===== src/hdl/adjm_pkg.sv =====
`default_nettype none

package adjm_pkg;

    localparam int VW  = 3;
    localparam int NVW = 4;

    typedef enum logic [2:0] {
        ACT_INSERT   = 3'd0,
        ACT_DELETE   = 3'd1,
        ACT_LIST_ALL = 3'd2,
        ACT_LIST_NBR = 3'd3,
        ACT_LIST_SRC = 3'd4
    } t_action;

    typedef enum logic [1:0] {
        KIND_EDGE       = 2'd0,
        KIND_SOURCELESS = 2'd1,
        KIND_NONE       = 2'd2,
        KIND_RANGE      = 2'd3
    } t_kind;

    typedef enum logic [1:0] {
        ST_IDLE,
        ST_SCAN,
        ST_FLUSH
    } t_state;

    typedef struct packed {
        logic wr_en;
        logic wr_set;
    } t_edit;

    typedef struct packed {
        logic [VW-1:0] from_vertex;
        logic [VW-1:0] to_vertex;
        t_kind         kind;
    } t_result;

endpackage

`default_nettype wire


===== src/hdl/adjm_matrix.sv =====
`default_nettype none

module adjm_matrix
    import adjm_pkg::*;
#(
    parameter int MAX_VERTICES = 8
) (
    input  wire logic                            i_clk,
    input  wire logic                            i_rst_n,
    input  wire t_edit                           i_edit,
    input  wire logic [$clog2(MAX_VERTICES)-1:0] i_wr_row,
    input  wire logic [$clog2(MAX_VERTICES)-1:0] i_wr_col,
    input  wire logic [$clog2(MAX_VERTICES)-1:0] i_rd_row,
    input  wire logic [$clog2(MAX_VERTICES)-1:0] i_rd_col,
    output logic                                 o_rd_bit
);

    logic [MAX_VERTICES-1:0] r_rows [MAX_VERTICES];

    always_ff @(posedge i_clk) begin
        if (!i_rst_n) begin
            r_rows <= '{default: '0};
        end else if (i_edit.wr_en) begin
            r_rows[i_wr_row][i_wr_col] <= i_edit.wr_set;
        end
    end

    assign o_rd_bit = r_rows[i_rd_row][i_rd_col];

endmodule

`default_nettype wire


===== src/hdl/adjacency_matrix_engine_core.sv =====
// Channel   Direction  Handshake                Payload
// input     in         i_in_valid / o_in_ready   i_action, i_first_vertex, i_second_vertex
// output    out        o_out_valid / i_out_ready o_from_vertex, o_to_vertex, o_kind, o_last
// config    in         i_cfg_wr_en              i_cfg_wr_data (num_vertices)
//
// Edits in range write the matrix when accepted; errors and listings over zero vertices pass
// through ST_FLUSH to load the output register. Full and sourceless listings scan all n*n
// matrix bits, neighbor listings the n bits of one row, one bit per cycle while not stalled,
// then flush; n is num_vertices capped at MAX_VERTICES. The single bit-read port of the matrix
// and the scan sequencer set this pace. A full output register stalls the scan when a
// further hit must move out, and holds the flush until it frees.
// Synchronous reset clears the matrix at once; num_vertices resets to 8.
`default_nettype none

module adjacency_matrix_engine_core
    import adjm_pkg::*;
#(
    parameter int MAX_VERTICES = 8
) (
    input  wire logic           i_clk,
    input  wire logic           i_rst_n,
    input  wire logic           i_in_valid,
    output logic                o_in_ready,
    input  wire logic [2:0]     i_action,
    input  wire logic [VW-1:0]  i_first_vertex,
    input  wire logic [VW-1:0]  i_second_vertex,
    output logic                o_out_valid,
    input  wire logic           i_out_ready,
    output logic [VW-1:0]       o_from_vertex,
    output logic [VW-1:0]       o_to_vertex,
    output logic [1:0]          o_kind,
    output logic                o_last,
    input  wire logic           i_cfg_wr_en,
    input  wire logic [NVW-1:0] i_cfg_wr_data
);

    localparam int IW = $clog2(MAX_VERTICES);

    t_state           r_state, n_state;
    t_action          r_mode, n_mode;
    logic [IW-1:0]    r_row, n_row;
    logic [IW-1:0]    r_col, n_col;
    logic             r_incoming, n_incoming;
    logic             r_pend_valid, n_pend_valid;
    t_result          r_pend, n_pend;
    logic             r_out_valid, n_out_valid;
    t_result          r_out, n_out;
    logic             r_out_last, n_out_last;
    logic [NVW-1:0]   r_num_vertices;

    logic [NVW-1:0]   active_n;
    logic [NVW-1:0]   active_last;
    t_action          in_action;
    logic             in_xfer;
    logic             out_free;
    logic             first_ok;
    logic             second_ok;
    logic             row_end;
    logic             col_end;
    logic             rd_bit;
    logic             hit;
    logic             stall;
    t_edit            edit;
    t_result          entry;

    assign active_n    = (r_num_vertices > NVW'(MAX_VERTICES)) ? NVW'(MAX_VERTICES)
                                                               : r_num_vertices;
    assign active_last = active_n - 1'b1;
    assign in_action   = t_action'(i_action);
    assign o_in_ready  = (r_state == ST_IDLE);
    assign in_xfer     = i_in_valid && o_in_ready;
    assign out_free    = !r_out_valid || i_out_ready;
    assign first_ok    = NVW'(i_first_vertex) < active_n;
    assign second_ok   = NVW'(i_second_vertex) < active_n;
    assign row_end     = NVW'(r_row) == active_last;
    assign col_end     = NVW'(r_col) == active_last;

    adjm_matrix #(
        .MAX_VERTICES (MAX_VERTICES)
    ) u_matrix (
        .i_clk    (i_clk),
        .i_rst_n  (i_rst_n),
        .i_edit   (edit),
        .i_wr_row (i_first_vertex[IW-1:0]),
        .i_wr_col (i_second_vertex[IW-1:0]),
        .i_rd_row (r_row),
        .i_rd_col (r_col),
        .o_rd_bit (rd_bit)
    );

    always_comb begin
        if (r_mode == ACT_LIST_SRC) begin
            entry = '{from_vertex: VW'(r_col), to_vertex: '0, kind: KIND_SOURCELESS};
            hit   = row_end && !(r_incoming || rd_bit);
        end else begin
            entry = '{from_vertex: VW'(r_row), to_vertex: VW'(r_col), kind: KIND_EDGE};
            hit   = rd_bit;
        end
        stall = hit && r_pend_valid && !out_free;
    end

    always_comb begin
        n_state      = r_state;
        n_mode       = r_mode;
        n_row        = r_row;
        n_col        = r_col;
        n_incoming   = r_incoming;
        n_pend_valid = r_pend_valid;
        n_pend       = r_pend;
        n_out        = r_out;
        n_out_last   = r_out_last;
        n_out_valid  = r_out_valid && !i_out_ready;
        edit         = '0;

        case (r_state)
            ST_IDLE: begin
                if (in_xfer) begin
                    case (in_action)
                        ACT_INSERT, ACT_DELETE: begin
                            if (first_ok && second_ok) begin
                                edit.wr_en  = 1'b1;
                                edit.wr_set = (in_action == ACT_INSERT);
                            end else begin
                                n_pend       = '{from_vertex: '0, to_vertex: '0,
                                                 kind: KIND_RANGE};
                                n_pend_valid = 1'b1;
                                n_state      = ST_FLUSH;
                            end
                        end
                        ACT_LIST_ALL, ACT_LIST_SRC: begin
                            n_mode     = in_action;
                            n_row      = '0;
                            n_col      = '0;
                            n_incoming = 1'b0;
                            n_state    = (active_n == '0) ? ST_FLUSH : ST_SCAN;
                        end
                        ACT_LIST_NBR: begin
                            if (first_ok) begin
                                n_mode  = in_action;
                                n_row   = i_first_vertex[IW-1:0];
                                n_col   = '0;
                                n_state = ST_SCAN;
                            end else begin
                                n_pend       = '{from_vertex: '0, to_vertex: '0,
                                                 kind: KIND_RANGE};
                                n_pend_valid = 1'b1;
                                n_state      = ST_FLUSH;
                            end
                        end
                        default: begin
                        end
                    endcase
                end
            end
            ST_SCAN: begin
                if (!stall) begin
                    if (hit) begin
                        if (r_pend_valid) begin
                            n_out       = r_pend;
                            n_out_last  = 1'b0;
                            n_out_valid = 1'b1;
                        end
                        n_pend       = entry;
                        n_pend_valid = 1'b1;
                    end
                    case (r_mode)
                        ACT_LIST_ALL: begin
                            if (col_end) begin
                                n_col = '0;
                                if (row_end) begin
                                    n_state = ST_FLUSH;
                                end else begin
                                    n_row = r_row + 1'b1;
                                end
                            end else begin
                                n_col = r_col + 1'b1;
                            end
                        end
                        ACT_LIST_NBR: begin
                            if (col_end) begin
                                n_state = ST_FLUSH;
                            end else begin
                                n_col = r_col + 1'b1;
                            end
                        end
                        default: begin
                            if (row_end) begin
                                n_row      = '0;
                                n_incoming = 1'b0;
                                if (col_end) begin
                                    n_state = ST_FLUSH;
                                end else begin
                                    n_col = r_col + 1'b1;
                                end
                            end else begin
                                n_row      = r_row + 1'b1;
                                n_incoming = r_incoming || rd_bit;
                            end
                        end
                    endcase
                end
            end
            ST_FLUSH: begin
                if (out_free) begin
                    n_out        = r_pend_valid ? r_pend
                                                : t_result'{from_vertex: '0, to_vertex: '0,
                                                            kind: KIND_NONE};
                    n_out_last   = 1'b1;
                    n_out_valid  = 1'b1;
                    n_pend_valid = 1'b0;
                    n_state      = ST_IDLE;
                end
            end
            default: begin
                n_state = ST_IDLE;
            end
        endcase
    end

    always_ff @(posedge i_clk) begin
        if (!i_rst_n) begin
            r_state        <= ST_IDLE;
            r_mode         <= ACT_LIST_ALL;
            r_row          <= '0;
            r_col          <= '0;
            r_incoming     <= 1'b0;
            r_pend_valid   <= 1'b0;
            r_out_valid    <= 1'b0;
            r_num_vertices <= NVW'(8);
        end else begin
            r_state      <= n_state;
            r_mode       <= n_mode;
            r_row        <= n_row;
            r_col        <= n_col;
            r_incoming   <= n_incoming;
            r_pend_valid <= n_pend_valid;
            r_out_valid  <= n_out_valid;
            if (i_cfg_wr_en) begin
                r_num_vertices <= i_cfg_wr_data;
            end
        end
    end

    always_ff @(posedge i_clk) begin
        r_pend     <= n_pend;
        r_out      <= n_out;
        r_out_last <= n_out_last;
    end

    assign o_out_valid   = r_out_valid;
    assign o_from_vertex = r_out.from_vertex;
    assign o_to_vertex   = r_out.to_vertex;
    assign o_kind        = r_out.kind;
    assign o_last        = r_out_last;

endmodule

`default_nettype wire


===== config.mk =====
export PLATFORM = sky130hd
export DESIGN_NAME = adjacency_matrix_engine_core
export DESIGN_NICKNAME = d
export VERILOG_FILES = /design/src/hdl/adjm_pkg.sv /design/src/hdl/adjm_matrix.sv /design/src/hdl/adjacency_matrix_engine_core.sv
export SDC_FILE = /design/constraint.sdc
export NUM_CORES = 1
export LEC_CHECK = 0
export BUFFER_PORTS_ARGS = -buffer_cell sky130_fd_sc_hd__buf_2
export CORE_ASPECT_RATIO = 1.2
export CORE_UTILIZATION = 50
export CTS_BUF_LIST = sky130_fd_sc_hd__clkbuf_8
export CTS_CLUSTER_DIAMETER = 60
export CTS_CLUSTER_SIZE = 20
export DETAILED_ROUTE_END_ITERATION = 12
export PLACE_DENSITY = 0.78
export SLEW_MARGIN = 5
export SYNTH_ARGS = -nofsm -noshare
export SYNTH_HDL_FRONTEND = slang
export SYNTH_SLANG_ARGS = --single-unit

===== constraint.sdc =====
create_clock -name i_clk -period 8.7 [get_ports i_clk]
set_input_delay 0.435 -clock i_clk [delete_from_list [all_inputs] [get_ports i_clk]]
set_output_delay 0.435 -clock i_clk [all_outputs]
set_load 0.1 [all_outputs]

Word-level counts from Yosys, hierarchy flattened:

Index checks and enable logic that the tools add are counted.

* register bits after elaboration: 99
* input port bits: 18
* output and inout port bits: 11
* logic and storage cells: 187

* $add $sub $neg: 3
* order comparisons: 9
* eq/ne operators: 31
* multiplexer cells: 87
* bitwise operators: 2
* reductions and logical operators: 32

Operator list (number)
* 8-bit two-way mux: 14
* 64-bit bitwise mux: 1
* 8-bit case mux with 2 select lines: 3
* 3-bit case mux with 2 select lines: 7
* 3-bit two-way mux: 13
* 2-bit two-way mux: 14
* 8-bit binary-select mux with 3-bit select: 1
* 8-bit demux with 3-bit select: 1
* 8-bit AND reduction: 3
* 1-bit two-way mux: 22
* 3-bit inequality test (second input constant): 7
* 2-bit inequality test (second input constant): 7
* 3-bit by 2-bit == test with 1-bit output (second input constant): 4
* 2-bit case mux with 3 select lines: 2
* 5-bit AND reduction: 2
* 3-bit by 4-bit == test with 1-bit output: 2
* 4-bit greater-or-equal comparator (second input constant): 2
* 1-bit logical AND: 8
* 3-bit by 4-bit < comparator with 1-bit output: 2
* 3-bit by 4-bit < comparator with 1-bit output (second input constant): 2
* 3-bit inverter with 4-bit output: 2
* 1-bit case mux with 2 select lines: 4
* 7-bit AND reduction: 1
* 3-bit by 1-bit adder with 3-bit output (second input constant): 2
* 27 further kinds: 38

Logic depth before layout (Yosys ltp):

* word-level depth: 14
* mapped depth: 10
* mapped depth without buffers: 10

By module:

From an unflattened synthesis, not the netlist that was laid out.

* cells, all modules: 581
* area total of the unflattened synthesis: 5346.4 um^2

Modules (own cells, without submodules)
* adjm_matrix: instances 1, cells each 367, area each 3270.6 um^2, seq. area each 1281.2 um^2
* adjacency_matrix_engine_core: instances 1, cells each 214, area each 2075.7 um^2, seq. area each 870.8 um^2

Least setup slack after synthesis:

No wires, ideal clock.

* path type: flip-flop to flip-flop
* from: register r_state[0]
* to: register u_matrix.r_rows[46] (netlist bit)
* setup time: 122 ps
* arrival: 2759 ps
* required time: 8578 ps
* slack: 5819 ps
* cell stages (with the launch flop): 8
* path buffers: 1
* clock period less this slack: 2881 ps
* cell sequence: dfxtp_1 -> inv_1 -> ha_1 -> nand2_1 -> nor3_1 -> nand4b_1 -> buf_2 -> o311a_1

* longest elaborated chain between the ends: 5

Ends and longest elaborated chain
* start, declared: line adjacency_matrix_engine_core.sv:39 `t_state r_state, n_state;`
* start signal, assigned: line adjacency_matrix_engine_core.sv:231 `r_state <= n_state;`
* 2-bit zero test *: line adjacency_matrix_engine_core.sv:70 `assign o_in_ready = (r_state == ST_IDLE);`
* via o_in_ready: line adjacency_matrix_engine_core.sv:23 `output logic o_in_ready,`
* 1-bit logical AND: line adjacency_matrix_engine_core.sv:71 `assign in_xfer = i_in_valid && o_in_ready;`
* 2-bit two-way mux: line adjacency_matrix_engine_core.sv:117 `if (in_xfer) begin`
* 2-bit two-way mux *: line adjacency_matrix_engine_core.sv:115 `case (r_state)`
* 64-bit bitwise mux: line adjm_matrix.sv:24 `r_rows[i_wr_row][i_wr_col] <= i_edit.wr_set;`
* end signal, assigned by index: line adjm_matrix.sv:24
* end, declared: line adjm_matrix.sv:18 `logic [MAX_VERTICES-1:0] r_rows [MAX_VERTICES];`

The timed path passes the listed nets; every way through them passes the cells marked *.
A chain may end at the register's enable or synchronous reset.

Worst setup path after layout:

* from: register r_row[2]
* to: register r_out (netlist bit o_kind[1]), enable pin

* longest elaborated chain between the ends: 14
* elaborated cells between the ends (all ways): 16
* classes of those cells: eq/ne (3); mux (6); bitwise (1); reduce/logical (6)

Ends and longest elaborated chain
* start, declared: line adjacency_matrix_engine_core.sv:41 `logic [IW-1:0] r_row, n_row;`
* start signal, assigned: line adjacency_matrix_engine_core.sv:233 `r_row <= n_row;`
* 3-bit inverter with 4-bit output (not written as such): line adjm_matrix.sv:28 `assign o_rd_bit = r_rows[i_rd_row][i_rd_col];`
* 8-bit binary-select mux with 3-bit select: line adjm_matrix.sv:28
* 8-bit two-way mux (not written as such) (2 in a row): line adjm_matrix.sv:28
* 1-bit binary-select mux with 3-bit select: line adjm_matrix.sv:28
* 1-bit two-way mux (not written as such): line adjm_matrix.sv:28
* 1-bit logical OR: line adjacency_matrix_engine_core.sv:94 `hit = row_end && !(r_incoming || rd_bit);`
* 1-bit zero test: line adjacency_matrix_engine_core.sv:94
* 1-bit logical AND: line adjacency_matrix_engine_core.sv:94
* 1-bit two-way mux *: line adjacency_matrix_engine_core.sv:92 `if (r_mode == ACT_LIST_SRC) begin`
* 1-bit logical AND (2 in a row): line adjacency_matrix_engine_core.sv:99 `stall = hit && r_pend_valid && !out_free;`
* 2-bit inequality test (no source line)
* 5-bit AND reduction (no source line) *
* end signal, assigned: line adjacency_matrix_engine_core.sv:246 `r_out <= n_out;`
* end, declared: line adjacency_matrix_engine_core.sv:47 `t_result r_out, n_out;`

Every way passes the cells marked *; elsewhere a longest branch is shown, timed or not. The select of a mux whose other input is x is not followed.

==> out/metrics.csv <==
stage;metric;value;unit
sta;Setup Viol. Count Final;0;
critical_path;R2R Setup Slk;5.05;ns
clock_network;Bufs on Longest Clock Path;2;
drt;Vias per Instance;6.455;
global_routing;via count of the first global-routing pass;4049;
logic_synthesis;post-synthesis sequential element count;99;
power_and_ir_drop;maximum ir drop on the vdd rail;93.11;uV
run_status;result of the run;completed;
power_and_ir_drop;switching part of the total;0.3640;
logic_synthesis;largest area contributor in the netlist;sky130_fd_sc_hd__dfxtp_1;
power_and_ir_drop;clock power share;0.269;
clock_network;total number of H-tree levels;3;
global_routing;global-route wire length before repair;20.00;mm
critical_path;critical path endpoint category;flop;
layout;fraction of final layout cells sized beyond drive strength 1;0.1277;
critical_path;Register-to-Register Path Depth;7;
drt;highest layer used for signal routing;met4;
clock_network;worst-skew pair later-pin latency;0.39;ns
clock_network;CTS clk-pin slew, worst paths;0.11;ns
logic_synthesis;most instantiated library cell after synthesis;sky130_fd_sc_hd__dfxtp_1;
power_and_ir_drop;P per Cell Area;189.4;nW/um^2
clock_network;post-CTS setup buffer count;0;
sta;setup skew after layout;0.01856;ns
logic_synthesis;number of flops mapped to enable cells by yosys;17;
critical_path;critical path data arrival time;3.66;ns
critical_path;origin of the worst setup path;r_row[2];
logic_synthesis;post-synth top area share;0.3095;
sta;Hold Worst Slack;0.2579;ns
drt;met1 wire length;5.151;mm
critical_path;required arrival time at the worst endpoint;8.71;ns
power_and_ir_drop;Static Leak;1.904;nW
layout;Net count, final;573;
global_routing;aggregate global-route resource usage;0.2367;
floorplan;num rows;40;
floorplan;Die Y-Extent;114.8;um
sta;Max-slew headroom;0.3709;
critical_path;maximum fanout encountered on the critical timing path;18;
power_and_ir_drop;PnR Total Power;1.055;mW
drt;Residual DRC;0;
logic_synthesis;top cells by count, synth;sky130_fd_sc_hd__dfxtp_1 (82), sky130_fd_sc_hd__a21oi_1 (54), sky130_fd_sc_hd__o21ai_0 (48);
place;final HPWL from detailed placement;8.227;mm
drt;via count;4351;
flow_run;number of max-cap violations;0;
min_path;critical hold path startpoint;i_cfg_wr_data[3];
critical_path;path type of the worst setup path;reg2reg;
logic_synthesis;Synth Flop Type;sky130_fd_sc_hd__dfxtp_1;
global_routing;total global routing overflow;0;
critical_path;CP endpoint;o_kind[1];
sta;fmax;273.9;MHz
floorplan;IO Count;29;
sta;Pins Over Slew Limit;0;
global_routing;number of antenna violations at the first check in global routing;0;
place;RePlAce Congestion;0.8784;
power_and_ir_drop;Flop pwr share;0.488;
sta;unrepaired setup endpoints after global routing;false;
logic_synthesis;async set-or-reset flop fraction in the synthesized netlist;0;
drt;sum of routed wire length over all layers;12.39;mm
floorplan;full die area;11030;um^2
critical_path;number of buffer and inverter instances along the worst setup path;0;
logic_synthesis;cells after synthesis;552;
clock_network;root buf cell;sky130_fd_sc_hd__clkbuf_8;
logic_synthesis;post-synthesis cell type count;58;
critical_path;RR Endpoint;o_kind[1];
logic_synthesis;main area contributors after synthesis;sky130_fd_sc_hd__dfxtp_1 (31%), sky130_fd_sc_hd__edfxtp_1 (9.6%), sky130_fd_sc_hd__mux4_2 (5.5%);
critical_path;category of the worst setup path launch point;flop;
clock_network;hold-fix buffers at CTS;0;
clock_network;quantity of gates resized following cts;0;
logic_synthesis;count of synthesis-stage warnings from yosys;0;
logic_synthesis;synthesized area per cell;9.608;um^2
critical_path;cell chain of the critical path;mux4_2 > mux2i_1 > a221oi_1 > a22oi_1 > mux2_2 > nand3_1 > a21oi_1;
drt;metal2 WL;6.193;mm
clock_network;CTS tree;built;
sta;Setup TNS Final;0;ns
sta;PnR worst setup slack;5.049;ns
sta;Final period util;0.4196;
power_and_ir_drop;Internal Power;0.6711;mW
floorplan;area of the placeable core;10160;um^2
global_routing;largest net degree at the start of global routing;47;
clock_network;number of buffers created by CTS;9;
critical_path;number of cells on the critical path;7;
layout;Antenna diodes;0;
drt;routed length per instance;18.38;um
place;Worst Setup Slack post-DPL;5.049;ns
sta;transition time at the pin with the least slew margin;0.9424;ns
logic_synthesis;Netlist Area Pre-Place;5304;um^2
logic_synthesis;sequential share of the synthesized area;0.4058;
sta;minimum period implied by the final worst setup slack;3.651;ns
clock_network;Clock Sink Count;99;
drt;metal3 WL;697;um
place;# port buffers;28;
drt;remaining antenna violation count after routing;0;
layout;share of the core filled with cells;0.5484;
critical_path;slowest cell on the critical path;sky130_fd_sc_hd__dfxtp_1;
layout;area growth from synthesis to layout;5.048;%
power_and_ir_drop;sw power;0.3841;mW
sta;count of endpoints failing hold in the final timing report;0;
critical_path;delay of the slowest critical-path stage;0.93;ns
logic_synthesis;net count of the mapped netlist;582;
min_path;type of the worst min-delay path;in2reg;
critical_path;family with the most delay on the worst path;compound AO/OA/AOI/OAI gates;
power_and_ir_drop;Comb power frac;0.243;
critical_path;Critical R2R Launch;r_row[2];
floorplan;width of the die;96.02;um
floorplan;effective utilization at floorplan;0.5220;
drt;total iterations of the first detailed-routing run;5;
drt;DRC violation total after the first TritonRoute iteration;320;
-- cell families (layout without fill, tap and decap cells) --
kind of cell | Yosys count | count (layout) | synth area share
multiplexers | 35 | 35 | 0.1062
adder cells (fa/ha/maj) | 12 | 12 | 0.02831
AO/OA/AOI/OAI | 182 | 182 | 0.2286
flip-flops | 99 | 99 | 0.4058
XOR/XNOR | 7 | 7 | 0.01675
AND/OR/NAND/NOR | 153 | 153 | 0.1630
buffers and inverters | 64 | 60 | 0.05142
-- state kept, by name, summed over array words and instances, names as in the netlist --
signal	cells
r_col	3
r_state	2
r_incoming	1
r_mode	3
o_kind	2
o_last	1
r_row	3
r_pend_valid	1
u_matrix.r_rows	64
r_pend	8
o_from_vertex	3
r_num_vertices	4
o_to_vertex	3
o_out_valid	1
-- layout by cell type, fill, tap and decap left out, drive strengths merged, types with 16 or more instances in the layout --
cell type / count
o21bai: 24
dfxtp: 82
inv: 20
o21ai: 48
edfxtp: 17
nor2: 16
o311a: 25
mux2i: 18
mux4: 16
or3: 41
nand2: 29
a21oi: 54
buf: 28
-- cell type report --
class                   count  area [um^2]
clock buffers               9        123.9
multi-input cells         389         2879
well taps                 126        157.7
inverters                  16        60.06
fillers                   874         4588
flip-flops and latches     99         2152
repair buffers             28        140.1
clock inverters             7        58.81
-- power groups by stage --
stage | combinational (mW) | clock, mW | sequential (mW)
after floorplan | 0.150 | 0 | 0.588
after global placement | 0.248 | 0 | 0.524
after detailed placement | 0.254 | 0 | 0.527
after CTS | 0.255 | 0.289 | 0.516
after global routing | 0.276 | 0.308 | 0.520
final | 0.256 | 0.284 | 0.515
-- tightest hold or removal path: stages --
cell	delay [ns]
sky130_fd_sc_hd__buf_2	0.08
sky130_fd_sc_hd__nand2_1	0.04
sky130_fd_sc_hd__o211ai_1	0.06
-- per-layer routing --
| metal | vias to the layer above | track usage |
|---|---|---|
| met1 | 2124 | 0.2839 |
| met2 | 143 | 0.4066 |
| met3 | 29 | 0.05159 |
| li1 | 2055 | - |
| met5 | - | 0 |
| met4 | 0 | 0.09652 |
-- per-stage QoR --
step	instance area, um^2	std cells
finish	5572	674
global route	5572	674
CTS	5572	674
detailed placement	5389	658
global placement	5389	658
floorplan	5304	552
-- how the worst min path moves through the flow --
stage | endpoint | slack [ns] | cells after the start
detailed placement | u_matrix.r_rows[59] | 0.47 | 2
global route | r_num_vertices[3] | 0.26 | 3
global placement | u_matrix.r_rows[9] | 0.46 | 2
CTS | r_num_vertices[3] | 0.25 | 3
finish | r_num_vertices[3] | 0.26 | 3
floorplan | u_matrix.r_rows[51] | 0.45 | 2
Note: power is estimated with default switching activity, not from simulation.
